`src/rtl/lobm_ram.sv`:
```
`timescale 1ns / 1ps
`default_nettype none
module lobm_ram #(
	parameter int unsigned DATA_W = 8,
	parameter int unsigned DEPTH  = 4,
	localparam int unsigned AW    = (DEPTH > 1) ? $clog2(DEPTH) : 1
) (
	input  wire logic              clk,
	input  wire logic              we,
	input  wire logic [AW-1:0]     waddr,
	input  wire logic [DATA_W-1:0] wdata,
	input  wire logic              re,
	input  wire logic [AW-1:0]     raddr,
	output logic      [DATA_W-1:0] rdata
);
	logic [DATA_W-1:0] mem [DEPTH];

	always_ff @(posedge clk) begin
		if (we) begin
			mem[waddr] <= wdata;
		end
		if (re) begin
			rdata <= mem[raddr];
		end
	end
endmodule
`default_nettype wire

```
`config.mk`:
```
export PLATFORM = sky130hd
export DESIGN_NAME = lobm_ram
export DESIGN_NICKNAME = d
export VERILOG_FILES = /design/src/rtl/lobm_ram.sv
export SDC_FILE = /design/constraint.sdc
export NUM_CORES = 1
export LEC_CHECK = 0
export BUFFER_PORTS_ARGS = -buffer_cell sky130_fd_sc_hd__buf_2
export CORE_ASPECT_RATIO = 0.6
export CORE_MARGIN = 2
export CORE_UTILIZATION = 50
export DETAILED_ROUTE_END_ITERATION = 8
export PLACE_DENSITY = 0.72
export SYNTH_ARGS = -nofsm -noshare
export SYNTH_HDL_FRONTEND = slang
export SYNTH_SLANG_ARGS = --single-unit
```
`constraint.sdc`:
```
create_clock -name clk -period 1.4 [get_ports clk]
set_clock_uncertainty 0.1 [all_clocks]
set_input_delay 0.07 -clock clk [delete_from_list [all_inputs] [get_ports clk]]
set_output_delay 0.07 -clock clk [all_outputs]
set_load 0.02 [all_outputs]
```
# Word-level counts from Yosys, hierarchy flattened
# Memories as Yosys holds them, arrays and structs flattened. A register that Yosys moved wholly into a read port is not among the register bits.
# Index checks and enable logic that the tools add are counted.
# word_totals
register_bits	0
ram_bits	32
inputBits	15
output_inout_bits	8
n_memories	1
# memory_table
memory	depth	word_bits	read_ports	rd_clocked_by_memory_dff	wr	line	text
mem	4	8	1	1	1	16	logic [DATA_W-1:0] mem [DEPTH];
# op_classes
mux	2
# op_table
cell	count
$mux 1	2

# Depth between registers and ports, before layout
# logic_depth
depth_word	2
ltp_mapped	2
depth_no_buf	1

# Worst setup path before layout
# No wires, ideal clock.
# synth_path
kind	input to register
from	input port waddr[0]
to	memory mem[0][0] (enable)
setup_time_ns	0.385
t_arrival_ns	0.749
path_slack_ns	0.166
cell_stages	1
path_buffers	0
path_cell_list	nor3b_1
# synth_rtl
item	line	text
from (decl)	10	input wire logic [AW-1:0] waddr,
to (decl)	16	
# Straight into the memory's write port.

# Worst setup path after layout
# layout_path
from	memory mem[3][0]
to	register rdata[0] (read register of mem), data pin
# layout_rtl
item	line	text
to (decl)	14	output logic [DATA_W-1:0] rdata
# No word-level cell between the ends.

==> results.md <==
- Number of instances in the placed design: 107
- Sequential fraction of the synthesis area: 84.1%
- Number of instances resized during post-cts repair: 0
- Detailed Route Iter0 Violations: 21
- Post-synthesis cell type with the largest combined area: sky130_fd_sc_hd__edfxtp_1
- CP max stage delay: 0.48 ns
- Clock sink count: 40
- Worst Hold Slack: 0.0445 ns
- Power density over the cells: 1300 nW/um^2
- Proportion of netlist area held by the largest area contributor: 84.1%
- RePlAce Congestion: 0.651
- Fin crit share: 86.5%
- Overall routing resource usage: 15.6%
- Top Family by Delay on Critical Path: multiplexers
- Floorplan row count: 14
- Port Buffer Count: 22
- Vias in the first global route: 696
- Largest net degree at the start of global routing: 12
- Post-synthesis register bit count: 40
- Remaining antenna violation count: 0
- Achievable frequency: 826 MHz
- Clock-pin slew on the worst setup and hold paths: 0.07 ns
- Placeable core region: 2610 um^2
- Total placed instance area: 1570 um^2
- Routed wire per std cell: 17.8 um
- Instance count on the critical path: 1
- Max-cap viol count: 0
- Fill cells: 181
- Clock buffer count from CTS: 5
- Number of cells on the worst reg-to-reg path: 1
- Maximum count of clock buffers along a single path: 2
- Number of remaining DRC errors: 0
- Number of iterations in the first detailed-routing pass: 4
- Initial core utilization: 54.7%
- Multi-input gate area in the final layout: 211 um^2
- Cell with the largest stage delay on the worst path: sky130_fd_sc_hd__mux4_2
- Crit. End Element: flop
- Skew-Pair Late Insertion Delay: 0.28 ns
- Hold crit path type: in2reg
- Number of antenna violations at the first check in global routing: 0
- Ports placed on the boundary: 23
- Per-instance average area after synthesis: 26.5 um^2
- Height of the die: 45.4 um
- Global route total overflow: 0
- Slew HR: 69.1%
- Worst path cell trace: mux4_2
- Netlist area before placement: 1430 um^2
- Largest cells by area after synthesis: sky130_fd_sc_hd__edfxtp_1 (84%), sky130_fd_sc_hd__mux4_2 (13%), sky130_fd_sc_hd__and3b_1 (1.2%)
- Average via count per standard cell: 5.38
- Final min period: 1.21 ns
- Gate Count Post-Synth: 54
- Setup TNS: 0 ns
- CTS HTree Levels: 2
- RSZ-0062 raised after global routing: no
- Total via count after detailed routing: 656
- Setup-violating endpoint count in the final report: 0
- Category of the critical setup timing path: reg2reg
- Required time worst endpoint: 1.32 ns
- # nets final: 105
- Distinct cell type count of the synthesized netlist: 7
- Setup Fix Bufs, Post-CTS: 0
- Number of hold buffers added after CTS: 8
- Hold Fails Final Rpt: 0
- Fin. max-slew vios: 0
- Synthesized netlist net count: 69
- Area enclosed by the die boundary: 3320 um^2
- Number of antenna repair diodes: 0
- Design area: 1730 um^2
- Count of non-filler cells in the finished layout: 122
- Static Leak: 0.609 nW
- CTS tree: built
- Largest vdd supply drop: 0.000777 V
- Worst hold path stage count: 1
- Warning count from the yosys run: 0
- Area grow syn2layout: 20.8%
- Die width: 73.0 um
- Pin slew with the least headroom to its limit: 0.464 ns
- Total Wirelength: 2170 um
- CP Data Arrival Time: 1.13 ns
- Global-route wire length before repair: 3290 um
- Result of the run: complete, no violations
- Critical path buffer and inverter count: 0
- Area taken by flip-flops and latches: 1200 um^2
- Library cell used as clock root buffer: sky130_fd_sc_hd__clkbuf_8
- Layout cells sized above 1: 40.0%
- Critical path peak fanout: 1
- Category of the worst setup path launch point: flop
[path summary, 6_finish.rpt]
path | from | to | slack (ns)
min reg2reg | mem[0][4] | rdata[4] | 0.53
max reg2reg | mem[3][0] | rdata[0] | 0.19
min | re | rdata[4] | 0.04
max | mem[3][0] | rdata[0] | 0.19
[layer usage]
| layer | GRT usage, % | vias up | wire (um) |
|---|---|---|---|
| met5 | 0 | - | 0 |
| li1 | - | 303 | - |
| met3 | 7.96 | 2 | 98 |
| met2 | 26.1 | 18 | 1140 |
| met4 | 5.56 | 0 | 10 |
| met1 | 17.6 | 333 | 916 |
[cell type report]
class / count / area share (%)
tap: 32 / 2.32
timing repair buffer: 31 / 11.4
sequential: 40 / 69.6
clock inverter: 2 / 0.435
multi-input combinational: 12 / 12.2
clock buffer: 5 / 3.99
[sequential cells by signal (all words and copies together) (netlist names)]
name	cells
mem	32
rdata	8
[cells in the final DEF, fill, tap and decap left out]
| master | n |
|---|---|
| sky130_fd_sc_hd__buf_2 | 22 |
| sky130_fd_sc_hd__and3b_1 | 2 |
| sky130_fd_sc_hd__mux4_2 | 8 |
| sky130_fd_sc_hd__dlygate4sd3_1 | 8 |
| sky130_fd_sc_hd__edfxtp_1 | 40 |
| sky130_fd_sc_hd__nor3b_1 | 1 |
| sky130_fd_sc_hd__and3_1 | 1 |
| sky130_fd_sc_hd__buf_4 | 1 |
| sky130_fd_sc_hd__clkbuf_8 | 5 |
| sky130_fd_sc_hd__clkinv_1 | 2 |
[cells in the mapped netlist]
| cell type | number |
|---|---|
| sky130_fd_sc_hd__and3b_1 | 2 |
| sky130_fd_sc_hd__and3_1 | 1 |
| sky130_fd_sc_hd__buf_6 | 1 |
| sky130_fd_sc_hd__clkbuf_2 | 1 |
| sky130_fd_sc_hd__mux4_2 | 8 |
| sky130_fd_sc_hd__nor3b_1 | 1 |
| sky130_fd_sc_hd__edfxtp_1 | 40 |
[cell families after synthesis]
kind of cell	share of synthesized area, %
AND/OR/NAND/NOR	2.19
flip-flops	84.1
multiplexers	12.6
buffers and inverters	1.14
[power by group]
group	internal, mW	total (mW)	switching, mW
Combinational	0.0781	0.162	0.0837
Sequential	1.39	1.40	0.0135
Clock	0.328	0.671	0.343
Total	1.80	2.24	0.440
[per-stage QoR]
step	worst slack (ns)	utilization [%]	power, mW
2_1_floorplan	0.166	-	1.51
3_3_place_gp	0.154	60.2	1.57
3_5_place_dp	0.122	60.2	1.58
4_1_cts	0.169	66.2	2.26
5_1_grt	0.150	66.2	2.33
6_report	0.190	66.2	2.24
Note: power is estimated with default switching activity, not from simulation.
