$ cat src/rtl/lobm_pkg.sv
`timescale 1ns / 1ps
`default_nettype none
package lobm_pkg;

	localparam int unsigned ORDER_SLOTS_DEF = 32;
	localparam int unsigned LEVELS_DEF      = 16;

	localparam logic [1:0] FUNC_NEW    = 2'd0;
	localparam logic [1:0] FUNC_CANCEL = 2'd1;
	localparam logic [1:0] FUNC_FLUSH  = 2'd2;

	localparam logic [2:0] MSG_ACK        = 3'd0;
	localparam logic [2:0] MSG_TRADE      = 3'd1;
	localparam logic [2:0] MSG_CANCEL_ACK = 3'd2;
	localparam logic [2:0] MSG_TOP        = 3'd3;
	localparam logic [2:0] MSG_ELIM       = 3'd4;
	localparam logic [2:0] MSG_REJECT     = 3'd5;

	typedef struct packed {
		logic [2:0]  kind;
		logic [31:0] user1;
		logic [31:0] order1;
		logic [31:0] user2;
		logic [31:0] order2;
		logic [31:0] price;
		logic [31:0] qty;
		logic        side;
	} msg_t;

	typedef struct packed {
		logic emit;
		logic fin;
		msg_t msg;
	} msg_req_t;

endpackage
`default_nettype wire

$ cat src/rtl/lobm_msg_out.sv
`timescale 1ns / 1ps
`default_nettype none
module lobm_msg_out (
	input  wire logic              clk,
	input  wire logic              arst_n,
	input  wire lobm_pkg::msg_req_t req,
	output logic                   ok,
	output logic                   out_valid,
	input  wire logic              out_stall,
	output logic [2:0]             msg_kind,
	output logic [31:0]            first_user,
	output logic [31:0]            first_order,
	output logic [31:0]            second_user,
	output logic [31:0]            second_order,
	output logic [31:0]            out_price,
	output logic [31:0]            out_quantity,
	output logic                   out_side,
	output logic                   last
);
	import lobm_pkg::*;

	msg_t pend_q;
	logic pend_v_q;
	msg_t out_q;
	logic last_q;
	logic out_v_q;
	logic push_ok;
	logic load_emit;
	logic load_fin;

	assign push_ok   = !out_v_q || !out_stall;
	assign ok        = !pend_v_q || push_ok;
	assign load_emit = req.emit && ok && pend_v_q;
	assign load_fin  = req.fin && !req.emit && ok && pend_v_q;

	always_ff @(posedge clk or negedge arst_n) begin
		if (!arst_n) begin
			pend_v_q <= 1'b0;
			out_v_q  <= 1'b0;
		end else begin
			if (out_v_q && !out_stall) begin
				out_v_q <= 1'b0;
			end
			if (load_emit || load_fin) begin
				out_v_q <= 1'b1;
			end
			if (req.emit && ok) begin
				pend_v_q <= 1'b1;
			end else if (load_fin) begin
				pend_v_q <= 1'b0;
			end
		end
	end

	always_ff @(posedge clk) begin
		if (req.emit && ok) begin
			pend_q <= req.msg;
		end
		if (load_emit || load_fin) begin
			out_q  <= pend_q;
			last_q <= load_fin;
		end
	end

	assign out_valid    = out_v_q;
	assign msg_kind     = out_q.kind;
	assign first_user   = out_q.user1;
	assign first_order  = out_q.order1;
	assign second_user  = out_q.user2;
	assign second_order = out_q.order2;
	assign out_price    = out_q.price;
	assign out_quantity = out_q.qty;
	assign out_side     = out_q.side;
	assign last         = last_q;
endmodule
`default_nettype wire

$ cat config.mk
export PLATFORM = sky130hd
export DESIGN_NAME = lobm_msg_out
export DESIGN_NICKNAME = d
export VERILOG_FILES = /design/src/rtl/lobm_pkg.sv /design/src/rtl/lobm_msg_out.sv
export SDC_FILE = /design/constraint.sdc
export NUM_CORES = 1
export LEC_CHECK = 0
export ABC_AREA = 1
export ABC_CLOCK_PERIOD_IN_PS = 9000
export BUFFER_PORTS_ARGS = -buffer_cell sky130_fd_sc_hd__buf_2
export CAP_MARGIN = 20
export CORE_AREA = 2 2 153 155
export DETAILED_ROUTE_END_ITERATION = 10
export DIE_AREA = 0 0 155 157
export GPL_TIMING_DRIVEN = 1
export PLACE_DENSITY = 0.83
export SYNTH_ARGS = -nofsm -noshare
export SYNTH_HDL_FRONTEND = slang
export SYNTH_SLANG_ARGS = --single-unit
$ cat constraint.sdc
create_clock -name clk -period 9 [get_ports clk]
set_input_delay 0 -clock clk [delete_from_list [all_inputs] [get_ports clk]]
set_output_delay 0 -clock clk [all_outputs]
set_load 0.1 [all_outputs]
### Word level (Yosys, flattened, before mapping)

Index checks and enable logic that the tools add are counted.

* register bits after elaboration: 395
* input port bits: 201
* output and inout port bits: 199
* logic and storage cells: 38

* mux-type cells: 4
* reduce and logical (&&, ||, !) cells: 15

Operator list (number)
* $logic_and A1 B1 Y1: 6
* $logic_not A1 Y1: 4
* $mux W1: 4
* $reduce_bool A2 Y1: 2
* $logic_or A1 B1 Y1: 3

### Longest topological paths before layout

* word-level depth: 7
* mapped depth: 3
* depth with buffers taken out: 3

### Least setup slack after synthesis

No wires, ideal clock.

* kind: flip-flop to flip-flop
* from: register out_v_q (netlist: out_valid)
* to: register out_q, in the netlist first_order[0], enable pin
* library setup time: 1573 ps
* arrival time: 4462 ps
* data required time: 7427 ps
* setup slack: 2965 ps
* cell stages (with the launch flop): 4
* buffers on the path: 0
* period minus slack after synthesis: 6035 ps
* cell sequence: dfrtp_1 -> nand2_1 -> nand4_1 -> nand2_1

* cells in the longest elaborated chain, start to end: 6
* elaborated cells on any way between the ends: 8
* those cells by class: 8 x reduce/logical

RTL lines
* start, declared: line lobm_msg_out.sv:26 `logic out_v_q;`
* start signal, assigned: line lobm_msg_out.sv:39 `out_v_q <= 1'b0;`
* start signal, assigned: line lobm_msg_out.sv:42 `out_v_q <= 1'b0;`
* start signal, assigned: line lobm_msg_out.sv:45 `out_v_q <= 1'b1;`
* $logic_not A1 Y1 *: line lobm_msg_out.sv:31 `assign push_ok = !out_v_q || !out_stall;`
* $logic_or A1 B1 Y1 *: line lobm_msg_out.sv:31
* $logic_or A1 B1 Y1 *: line lobm_msg_out.sv:32 `assign ok = !pend_v_q || push_ok;`
* $logic_and A1 B1 Y1, on equally long branches (2 in a row): line lobm_msg_out.sv:33, lobm_msg_out.sv:34
* $logic_or A1 B1 Y1 *: line lobm_msg_out.sv:59 `if (load_emit || load_fin) begin`
* end signal, assigned: line lobm_msg_out.sv:60 `out_q <= pend_q;`
* end, declared: line lobm_msg_out.sv:24 `msg_t out_q;`

Every way passes the cells marked *; elsewhere a longest branch is shown, timed or not.
A chain may end at the register's enable or synchronous reset.

### Worst setup path in the final report

* from: register out_v_q (netlist: out_valid)
* to: register pend_q[13] (netlist name), enable pin

* cells in the longest elaborated chain, start to end: 4

RTL lines
* $logic_not A1 Y1: line lobm_msg_out.sv:31
* $logic_or A1 B1 Y1: line lobm_msg_out.sv:31
* $logic_or A1 B1 Y1: line lobm_msg_out.sv:32
* $logic_and A1 B1 Y1: line lobm_msg_out.sv:56 `if (req.emit && ok) begin`
* end signal, assigned: line lobm_msg_out.sv:57 `pend_q <= req.msg;`
* end, declared: line lobm_msg_out.sv:22 `msg_t pend_q;`

Every way passes these cells.

==> results by stage <==
Run status:
- The flow ran to the end, and the final reports show no timing, DRC or antenna violations.

GRT:
- Entering global routing, the biggest net connects 119 pins.
- The via count of the first global-routing pass is around 7,000.
- For this run, the total global-route usage over all layers was measured as roughly a quarter.
- The number of antenna violations at the first check in global routing came to 2.
- Summed over all layers, the global routing overflow is 0.
- The first global-routing pass estimated 41,600 µm of wire.

Floorplan:
- The standard-cell row count is 55.
- The core region area is roughly 23,000 µm².
- The die is 157 µm tall.
- The count of pins on the block boundary is 400.
- Measured along the x axis, the die boundary spans about 160 µm.
- Once the floorplan was initialized, standard cells occupied between 50% and 60% of the core.
- The die covers 24,300 µm².

Logic synthesis:
- Summing every instance area after synthesis gives between 10,000 and 15,000 µm².
- The synthesized instance count is between 400 and 500.
- After synthesis the netlist holds a flip-flop and latch count of about 400.
- The sequential fraction of the synthesis area is 99.5%.
- The synthesized area per cell is 29.1 µm².
- The count of synthesis-stage warnings from yosys is 0.
- When the netlist entered floorplanning its net count stood at between 600 and 700.
- Counting distinct cell types in the post-synthesis netlist gives 9.

STA:
- Setup slack closes at 6.34 ns.
- In the finished design, the share of the clock period the worst path needs comes to 29.5%.
- The number of hold-slack violations in the final timing report is 0.
- The final max-slew violation count came to 0.
- Headroom to the max-slew limit came out at around a quarter.
- The transition time of the tightest slew-check pin is about 1.1 ns.
- The worst path needs roughly 2.7 ns of the cycle, external delays included.
- Setup repair after global routing left no endpoint under its margin.
- Across all hold checks on the routed design, the worst slack comes to roughly 0.19 ns.
- Setup violations remaining at the end of the flow were counted as 0.
- Summed over all failing endpoints, the final setup total negative slack is 0 ns.
- The setup clock skew after layout is roughly 0.022 ns.
- The upper clock frequency limit is between 300 and 400 MHz.

CTS:
- The longest clock path from root to sink contains 3 buffers.
- The number of CTS-inserted buffers is 39.
- The H-tree depth reported by CTS is 2.
- Counting every sink on the clock net gives about 400.
- The tree is rooted in a sky130_fd_sc_hd__clkbuf_16.
- For the worst-skew pair, the clock arrives at the later sink with an insertion delay of roughly 0.52 ns.
- TritonCTS built the clock tree.
- After clock tree synthesis, the repair step resized 0 gates.
- The setup fix buffers added after clock tree synthesis is 0.
- The clock transition at the registers of the reported paths is around 0.060 ns.

Setup path:
- STA classifies the critical path endpoint as a flop.
- The worst setup path is of the flop to flop kind.
- In this run the critical register-to-register path is captured at pend_q[13].
- The biggest fanout along the worst timing path is roughly 120.
- The data required time of the critical path is approximately 9.1 ns.
- The worst register-to-register path has a depth of 4.
- Setup slack on the worst reg-to-reg path comes out at around 6.3 ns.
- The most critical setup path has its endpoint at pend_q[13].
- STA classifies the critical path startpoint as a flop.
- The worst register-to-register path begins at out_valid.
- The data arrival time of the critical path is approximately 2.8 ns.
- The source of the critical timing path is out_valid.

Min path:
- The worst hold path begins at req[34].
- The kind of path behind the tightest hold check is input pin to flop.

Layout:
- Leaving out fill and tap cells, the most frequent cells in the layout are sky130_fd_sc_hd__buf_2, sky130_fd_sc_hd__edfxtp_1, sky130_fd_sc_hd__dlygate4sd3_1.
- The most frequent standard cell in the layout excluding fill and tap cells is sky130_fd_sc_hd__buf_2.
- In the final layout, the share of cells above drive strength 1 is a little over two fifths.
- Relative to the synthesized area, the layout overhead comes to 47.0%.
- The net count reported at finish is approximately 1,300.

Route:
- Summed over all layers, the routed wires come to a little under 30,000 µm.
- For this run, design rule violations remaining after detail routing come to 0.
- The post-route antenna net violation count is 0.
- The number of search-and-repair iterations in the first detailed-routing pass is 5.
- The detailed router finished its first iteration with 409 violations.
- The total number of vias is about 6,600.
- After detailed routing, the average wire length per cell comes to about 21 µm.
- After detailed routing, the number of vias per cell comes to slightly below 5.

Pwr:
- IR analysis of the VDD net gives a maximum drop of around 0.00020 V.
- Summed over all cells, the static leakage comes to a little under 7 nW.
- Dividing total power by cell area gives a power density of 271 nW/µm².

Job:
- Across the run, the number of max-cap violations was 0.

Placed design:
- The final HPWL from detailed placement is approximately 16,000 µm.
- The final RePlAce weighted congestion is around 0.78.
- The count of input and output buffers is roughly 400.
- At the placement stage, the worst setup path has a slack of 6.39 ns.
==> worst min-delay path by stage <==
stage	endpoint	slack (ns)	depth (start not counted)
finish	pend_q[34]	0.19	2
global route	pend_q[116]	0.19	2
CTS	pend_q[180]	0.18	2
detailed placement	pend_v_q	-0.21	1
global placement	pend_v_q	-0.21	1
floorplan	out_valid	-0.30	0
==> cell families (layout without fill, tap and decap cells) <==
group | Yosys count | after routing | synth area share, %
AOI/OAI and AO/OA | 1 | 1 | 0.0420
buffers and inverters | 4 | 676 | 0.126
DFF | 395 | 395 | 99.5
other | 0 | 3 | 0
and+or+nand+nor | 9 | 9 | 0.378
==> cells in the mapped netlist, drive strengths merged <==
cell      n  area, µm²
nand4     1       6.26
nand3     3       20.0
edfxtp  393      11800
a21oi     1       5.00
nand2     3       11.3
inv       4       15.0
nor2      2       7.51
dfrtp     2       50.1
==> metal layers <==
metal | GRT usage (%) | share of wire, % | wire [µm]
met5 | 0 | 0 | 0
met4 | 10.1 | 3.8 | 1110
met3 | 6.17 | 8.1 | 2390
met2 | 42.9 | 54 | 15700
met1 | 26.2 | 35 | 10100
==> critical path, stage by stage, from the launching register on <==
cell	delay, ns
sky130_fd_sc_hd__dfrtp_1	0.42
sky130_fd_sc_hd__nand3_2	0.11
sky130_fd_sc_hd__nand2_1	0.14
sky130_fd_sc_hd__inv_8	0.55
sky130_fd_sc_hd__buf_4	0.89
==> cell type report <==
| type | instances | area (µm²) |
|---|---|---|
| timing repair buffer | 605 | 4050 |
| fill | 1128 | 4990 |
| multi-input combinational | 10 | 57.6 |
| inverter | 4 | 22.5 |
| tap | 285 | 357 |
| clock buffer | 48 | 1050 |
| clock inverter | 19 | 116 |
| sequential | 395 | 11900 |
| antenna | 3 | 7.51 |
==> registers in the layout (all words and copies together), names as in the netlist <==
| name | count |
|---|---|
| out_valid | 1 |
| pend_v_q | 1 |
| pend_q | 196 |
| second_user | 32 |
| out_quantity | 32 |
| second_order | 32 |
| out_side | 1 |
| out_price | 32 |
| msg_kind | 3 |
| last | 1 |
| first_order | 32 |
| first_user | 32 |
==> metrics by stage <==
step	cell area (µm²)	power (mW)	util, %	instances
floorplan	11900	3.05	-	409
global placement	14300	3.18	63.6	1096
detailed placement	14300	3.20	63.6	1096
CTS	17500	4.74	77.8	1366
global route	17500	4.88	77.8	1369
finish	17500	4.75	77.8	1369
==> where the power goes <==
part	leakage [nW]	switching, mW	internal, mW
sequential	3.79	0.0536	2.24
clock	0.571	0.645	0.858
combinational	2.48	0.808	0.149
total	6.85	1.51	3.24
==> repair_timing <==
| item | 4_1_cts | 5_1_grt |
|---|---|---|
| setup endpoints to repair | 0 | 0 |
| hold endpoints to repair | 201 | 0 |
| hold buffers | 203 | 0 |
Note: power is estimated with default switching activity, not from simulation.
